$ cat src/hdl/beam_profile_centroid_rms_assert.svh
// Assertion macros shared by the beam profile block.
// Depends on nothing; expects signals clk and arst_n in the using module.
`ifndef BEAM_PROFILE_CENTROID_RMS_ASSERT_SVH
`define BEAM_PROFILE_CENTROID_RMS_ASSERT_SVH

// Condition a implies condition c in the same cycle.
`define BPC_ASSERT_IMPLY(label, a, c) \
	label: assert property (@(posedge clk) disable iff (!arst_n) (a) |-> (c)) \
		else $error("implication check failed");

// Condition a implies condition c in the next cycle.
`define BPC_ASSERT_NEXT(label, a, c) \
	label: assert property (@(posedge clk) disable iff (!arst_n) (a) |=> (c)) \
		else $error("next-cycle check failed");

`endif

$ cat src/hdl/bpc_pkg.sv
// Shared types, constants and helper functions of the beam profile block.
// Used by bpc_ctrl, bpc_dpath and beam_profile_centroid_rms; depends on nothing.
package bpc_pkg;

	localparam int MAX_SIDE_DEF   = 4096;
	localparam int PIXEL_BITS_DEF = 16;
	localparam int FRAC_BITS_DEF  = 8;

	localparam int IN_W    = 16;
	localparam int CFG_W   = 13;
	localparam int FIELD_W = 20;
	localparam int M0_W    = 40;
	localparam int M1_W    = 52;
	localparam int M2_W    = 64;
	localparam int WIDE_W  = 128;
	localparam int HALF_W  = 64;
	localparam int T_W     = 104;
	localparam int MM_W    = 2 * M0_W;
	localparam int CNT_W   = 7;

	localparam int MUL_ITER  = 64;
	localparam int DIV_ITER  = 128;
	localparam int SQRT_ITER = 32;

	// Register indexes of the configuration port.
	localparam logic REG_COLUMN_COUNT    = 1'b0;
	localparam logic REG_ROWS_PER_COLUMN = 1'b1;

	typedef logic [3:0] step_t;

	// Steps of the end-of-frame computation.
	localparam step_t STEP_DCX = 4'd0;
	localparam step_t STEP_DCY = 4'd1;
	localparam step_t STEP_MM  = 4'd2;
	localparam step_t STEP_MAX = 4'd3;
	localparam step_t STEP_MBX = 4'd4;
	localparam step_t STEP_DVX = 4'd5;
	localparam step_t STEP_SQX = 4'd6;
	localparam step_t STEP_MAY = 4'd7;
	localparam step_t STEP_MBY = 4'd8;
	localparam step_t STEP_DVY = 4'd9;
	localparam step_t STEP_SQY = 4'd10;
	localparam step_t STEP_LAST = STEP_SQY;

	typedef enum logic [1:0] {
		KIND_MUL,
		KIND_DIV,
		KIND_SQRT
	} kind_t;

	typedef struct packed {
		logic  accept;
		logic  start;
		step_t step;
		logic  load;
	} cmd_t;

	typedef struct packed {
		logic frame_end;
		logic pipe_empty;
		logic mass_zero;
		logic busy;
		logic done;
		logic out_free;
	} sts_t;

	// Which arithmetic unit a step uses.
	function automatic kind_t step_kind(input step_t s);
		kind_t k;
		unique case (s)
			STEP_MM, STEP_MAX, STEP_MBX, STEP_MAY, STEP_MBY: k = KIND_MUL;
			STEP_SQX, STEP_SQY:                              k = KIND_SQRT;
			default:                                         k = KIND_DIV;
		endcase
		return k;
	endfunction

	// Saturate a wide value to a result field.
	function automatic logic [FIELD_W-1:0] sat_field(input logic [WIDE_W-1:0] v);
		logic [FIELD_W-1:0] r;
		if (|v[WIDE_W-1:FIELD_W]) begin
			r = '1;
		end else begin
			r = v[FIELD_W-1:0];
		end
		return r;
	endfunction

	// Saturate a wide quotient to 64 bits.
	function automatic logic [HALF_W-1:0] sat_half(input logic [WIDE_W-1:0] v);
		logic [HALF_W-1:0] r;
		if (|v[WIDE_W-1:HALF_W]) begin
			r = '1;
		end else begin
			r = v[HALF_W-1:0];
		end
		return r;
	endfunction

endpackage

$ cat src/hdl/bpc_ctrl.sv
// Controller of the beam profile block: frame phase and end-of-frame step sequencing.
// Depends on bpc_pkg; drives the datapath through cmd_t and watches sts_t.
module bpc_ctrl (
	input  logic          clk,
	input  logic          arst_n,
	input  bpc_pkg::sts_t sts,
	output bpc_pkg::cmd_t cmd
);

	localparam logic [2:0] ST_ACC   = 3'd0;
	localparam logic [2:0] ST_DRAIN = 3'd1;
	localparam logic [2:0] ST_ISSUE = 3'd2;
	localparam logic [2:0] ST_WAIT  = 3'd3;
	localparam logic [2:0] ST_OUT   = 3'd4;

	logic [2:0]     state_q;
	bpc_pkg::step_t step_q;

	// Commands follow directly from the state.
	always_comb begin
		cmd.accept = (state_q == ST_ACC);
		cmd.start  = (state_q == ST_ISSUE);
		cmd.step   = step_q;
		cmd.load   = (state_q == ST_OUT) && sts.out_free;
	end

	// Sequence the frame: accumulate, drain the pipeline, run the steps unless the frame is empty, hand off.
	always_ff @(posedge clk or negedge arst_n) begin
		if (!arst_n) begin
			state_q <= ST_ACC;
			step_q  <= bpc_pkg::STEP_DCX;
		end else begin
			unique case (state_q)
				ST_ACC: begin
					if (sts.frame_end) begin
						state_q <= ST_DRAIN;
					end
				end
				ST_DRAIN: begin
					if (sts.pipe_empty) begin
						step_q  <= bpc_pkg::STEP_DCX;
						state_q <= sts.mass_zero ? ST_OUT : ST_ISSUE;
					end
				end
				ST_ISSUE: begin
					state_q <= ST_WAIT;
				end
				ST_WAIT: begin
					if (sts.done) begin
						if (step_q == bpc_pkg::STEP_LAST) begin
							state_q <= ST_OUT;
						end else begin
							step_q  <= step_q + 4'd1;
							state_q <= ST_ISSUE;
						end
					end
				end
				ST_OUT: begin
					if (sts.out_free) begin
						state_q <= ST_ACC;
					end
				end
				default: begin
					state_q <= ST_ACC;
				end
			endcase
		end
	end

endmodule

$ cat config.mk
export PLATFORM = sky130hd
export DESIGN_NAME = bpc_ctrl
export DESIGN_NICKNAME = d
export VERILOG_FILES = /design/src/hdl/beam_profile_centroid_rms_assert.svh /design/src/hdl/bpc_pkg.sv /design/src/hdl/bpc_ctrl.sv
export SDC_FILE = /design/constraint.sdc
export NUM_CORES = 1
export LEC_CHECK = 0
export BUFFER_PORTS_ARGS = -buffer_cell sky130_fd_sc_hd__buf_2
export CAP_MARGIN = 10
export CORE_AREA = 2 2 44 46
export CTS_CLUSTER_DIAMETER = 80
export DETAILED_ROUTE_END_ITERATION = 12
export DIE_AREA = 0 0 46 48
export GPL_ROUTABILITY_DRIVEN = 0
export PLACE_DENSITY = 0.55
export SETUP_SLACK_MARGIN = 0.5
export SKIP_LAST_GASP = 1
export SYNTH_ARGS = -nofsm -noshare
export SYNTH_HDL_FRONTEND = slang
export SYNTH_SLANG_ARGS = --single-unit
$ cat constraint.sdc
create_clock -name clk -period 1.5 [get_ports clk]
set_input_delay 0 -clock clk [delete_from_list [all_inputs] [get_ports clk]]
set_output_delay 0 -clock clk [all_outputs]
set_load 0.03 [all_outputs]
# Word level (Yosys, flattened, before mapping)
# Cells that the tools add are included.
[classes]
add_sub_neg = 1
mul = 0
n_div = 0
order_cmp = 0
eq_ne = 10
n_shift = 0
n_mux = 11
bitwise = 0
reduce_logical = 5
[ops]
columns = ["op", "count"]
rows = [
  ["$mux 3", 6],
  ["$pmux 3 s5", 1],
  ["$mux 4", 3],
  ["$ne 2x2->1 const B", 5],
  ["$pmux 4 s2", 1],
  ["$reduce_and 4->1", 2],
  ["$eq 3x2->1 const B", 2],
  ["$add 4x1->4 const B", 1],
  ["$eq 4x4->1 const B", 1],
  ["$eq 3x1->1 const B", 1],
  ["$eq 3x3->1 const B", 1],
  ["$logic_not 3->1", 1],
  ["$reduce_bool 2->1", 1],
  ["$logic_and 1x1->1", 1],
]
[totals]
regBits = 7
latch_bits = 0
mem_bits_rw = 0
rom_bits = 0
input_bits = 8
out_inout_bits = 7
elab_cells = 29
mem_count = 0

# Longest topological paths before layout
[logic_depth]
depth_word = 4
mapped_depth = 5
ltp_nobuf = 5

# Worst setup path after synthesis
# OpenSTA, ideal clock, no wires.
[synth_path]
path_kind = "register -> register"
start = "register step_q[0]"
end = "register step_q[3]"
t_arrival_ps = 1575
slack_ps = -201
path_stages_with_launch = 6
synth_period_minus_slack_ps = 1701
path_cell_list = "dfrtp_1 > inv_1 > ha_1 > and3b_4 > or2_4 > a311o_1"
[synth_between]
elab_chain_cells = 4
word_cells_on_any_way = 7
[synth_lines]
columns = ["element", "line", "rtl"]
rows = [
  ["from (decl)", "bpc_ctrl.sv:17", "bpc_pkg::step_t step_q;"],
  ["from (signal assigned)", "bpc_ctrl.sv:31", "step_q <= bpc_pkg::STEP_DCX;"],
  ["from (signal assigned)", "bpc_ctrl.sv:41", "step_q <= bpc_pkg::STEP_DCX;"],
  ["from (signal assigned)", "bpc_ctrl.sv:53", "step_q <= step_q + 4'd1;"],
  ["$add 4x1->4", "bpc_ctrl.sv:53", ""],
  ["$mux 4", "bpc_ctrl.sv:50", "if (step_q == bpc_pkg::STEP_LAST) begin"],
  ["$mux 4", "bpc_ctrl.sv:49", "if (sts.done) begin"],
  ["$pmux 4 s2", "bpc_ctrl.sv:33", "unique case (state_q)"],
]
# Parallel ways exist; a longest one is shown, timed or not. The select of a mux whose other input is x is not followed.
# A chain may end at the register's enable or synchronous reset.

# Worst setup path in the final report
[layout_path]
start = "register step_q[1]"
end = "register step_q[3]"
# Same word-level chain as after synthesis.

==> results.sh <==
export IMPL_drc=0
export IMPL_rsz0062_at_grt="yes"
export IMPL_initial_core_util=0.290
export IMPL_swShare=0.435
export IMPL_initialDrtViolationCount=6
export IMPL_finClkSkew_ns=0.00510
export IMPL_yosysUniqueCellTypes=29
export IMPL_clock_tree_root_cell="clkbuf_4"
export IMPL_finalHoldWorstSlack_ns=0.0663
export IMPL_synth_seq_area_share=0.357
export IMPL_drtAntennaViolNets=0
export IMPL_htreeDepth=1
export IMPL_die_h_um=48
export IMPL_grt_overflow=0
export IMPL_io_buffers=13
export IMPL_synth_nets=61
export IMPL_worst_slew_pin_slew_ns=0.278
export IMPL_drive_above_1_share=0.573
export IMPL_finalSetupViolCount=0
export IMPL_final_hold_violation_count=0
export IMPL_synth_seq_cells=7
export IMPL_insertion_delay_ns=0.25
export IMPL_p_clk_frac=0.122
export IMPL_clkTransAtPathRegs_ns=0.06
export IMPL_grt_pass1_wl_mm=2.10
export IMPL_antenna_found_initial=0
export IMPL_grt_max_degree=10
export IMPL_cts_num_sinks=7
export IMPL_cellPowerDensity_nw_per_um2=1780
export IMPL_vias=519
export IMPL_yosys_warnings=0
export IMPL_gr_usage_all_layers=0.138
export IMPL_comb_power_share=0.641
export IMPL_wirelength_mm=1.29
export IMPL_area_growth_pct=61.5
export IMPL_power_leakage_nw=0.360
export IMPL_critPathKind="flop to flop"
export IMPL_avgSynthCellArea_um2=9.62
export IMPL_io_pins=15
export IMPL_drt_pass1_iterations=2
export IMPL_grt_pass1_vias=480
export IMPL_drv_slew=0
export IMPL_tns_ns=0
export IMPL_period_needed_ns=1.38
export IMPL_cts_tree="done"
export IMPL_die_area_um2=2210
export IMPL_p_switching_mw=0.614
export IMPL_fmax_ghz=0.726
export IMPL_wl_per_cell_um=13.1
export IMPL_cp_start_kind="flop"
export IMPL_hpwlAfterDp_um=872
export IMPL_die_w_um=46
export IMPL_nets=93
export IMPL_cts_max_path_buffers=2
export IMPL_numCtsBuffers=3
export IMPL_power_share_sequential=0.237
export IMPL_drv_cap=0
export IMPL_endpoint_kind="flop"
export IMPL_synth_area_um2=490
export IMPL_synth_cells=51
export IMPL_fin_crit_sh=0.919
export IMPL_slew_headroom=0.815
export IMPL_critPathMaxFanout=4
export IMPL_cp_required_ns=1.63
export IMPL_cp_arrival_ns=1.51
export IMPL_rows=15
export IMPL_p_int_mw=0.799
export IMPL_status="completed"
export IMPL_routed_via_density=5.24
export IMPL_antenna_cells=0
export IMPL_core_area_um2=1690
export IMPL_ir_drop_uv=902
export IMPL_min_path_type="input port to flop"
==> power groups by stage <==
stage          combinational (mW)  sequential, mW  clock, mW
6_report                    0.905           0.335      0.173
5_1_grt                     0.982           0.351      0.196
4_1_cts                     0.822           0.334      0.178
3_5_place_dp                0.663           0.329          0
3_3_place_gp                0.655           0.328          0
2_1_floorplan               0.405           0.400          0
==> synth_stat cells <==
library cell  count  area (µm²)
a211o_2           1        10.0
a21oi_1           1        5.00
a311o_1           1        10.0
and3_1            1        6.26
and3_2            1        7.51
and3b_4           1        12.5
buf_2             1        5.00
buf_6             1        11.3
dfrtp_1           7         175
ha_1              2        25.0
inv_1             4        15.0
mux2_1            1        11.3
mux2i_1           1        10.0
nand2_1           4        15.0
nand2b_1          1        6.26
nand3_1           4        20.0
nand4b_4          1        23.8
nand4bb_1         1        11.3
nor2_1            1        3.75
nor2b_1           1        6.26
nor3_1            3        15.0
nor3b_1           1        7.51
o211ai_1          2        15.0
o21ai_0           4        20.0
o221ai_1          1        8.76
o311ai_1          1        8.76
o31ai_1           1        7.51
o32ai_1           1        8.76
or2_4             1        8.76
==> cells in the final DEF (no fill, tap or decap), types with 2 or more instances in the layout <==
cell	n
buf_4	10
dfrtp_1	4
o211ai_1	2
nand3_1	4
o21ai_0	2
buf_2	10
nand2_1	4
clkbuf_4	3
buf_6	7
dlygate4sd3_1	2
dfrtp_2	3
inv_1	2
==> layer usage <==
metal / vias up / part of all wire / track usage / routed length [µm]
li1: 252 / - / - / -
met1: 249 / 0.46 / 0.176 / 598
met2: 16 / 0.47 / 0.222 / 608
met3: 2 / 0.052 / 0.0377 / 67
met4: 0 / 0.013 / 0.0514 / 17
met5: - / 0 / 0 / 0
==> critical path: stages (launching register included) <==
cell and delay, ns:
dfrtp_2 0.40, ha_2 0.16, and3b_4 0.19, or2_4 0.24, a311o_1 0.26
==> stage by stage <==
step           std cells  cell area [µm²]  total power, mW   util  setup slack (ns)
2_1_floorplan         51              513            0.806      -           -0.0246
3_3_place_gp          84              621            0.983  0.367            0.0752
3_5_place_dp          84              621            0.992  0.367            0.0579
4_1_cts               97              754             1.33  0.447             0.108
5_1_grt               99              792             1.53  0.469            0.0645
6_report              99              792             1.41  0.469             0.122
==> flip-flops by register name, summed over array words and instances (netlist names) <==
signal and count:
state_q 3, step_q 4
==> cell families (layout without fill, tap and decap cells) <==
family                     count (synthesis)  after routing  synth area share
and+or+nand+nor                           21             21             0.293
AOI/OAI and AO/OA                         13             13             0.191
DFF                                        7              7             0.357
buffers and inverters                      6             37            0.0638
adders and majority gates                  2              2            0.0510
muxes                                      2              2            0.0434
==> layout make-up <==
cell class                      instances  area [µm²]
Inverter                                4        18.8
Clock buffer                            4        26.3
Fill cell                             182         897
Multi-Input combinational cell         38         323
Timing Repair Buffer                   29         224
Tap cell                               17        21.3
Sequential cell                         7         179
==> worst paths after layout <==
kind	start	endpoint	slack [ns]	depth (start not counted)
hold reg to reg	step_q[2]	step_q[2]	0.57	1
setup reg to reg	step_q[1]	step_q[3]	0.12	4
min in group asynchronous	arst_n	step_q[2]	0.11	2
hold / removal	sts[5]	state_q[0]	0.07	3
setup / recovery	step_q[1]	step_q[3]	0.12	4
max in group asynchronous	arst_n	step_q[0]	1.21	2
==> repair_timing <==
item / 4_1_cts / 5_1_grt
endpoints found under the setup margin: 10 / 12
pin swaps: 2 / 2
cloned: 1 / 1
hold buffers: 2 / 0
hold endpoints to repair: 8 / 0
gates resized for setup: 13 / 9
buffers inserted: 6 / 1
No activity file was read; power rests on OpenSTA's default activity.
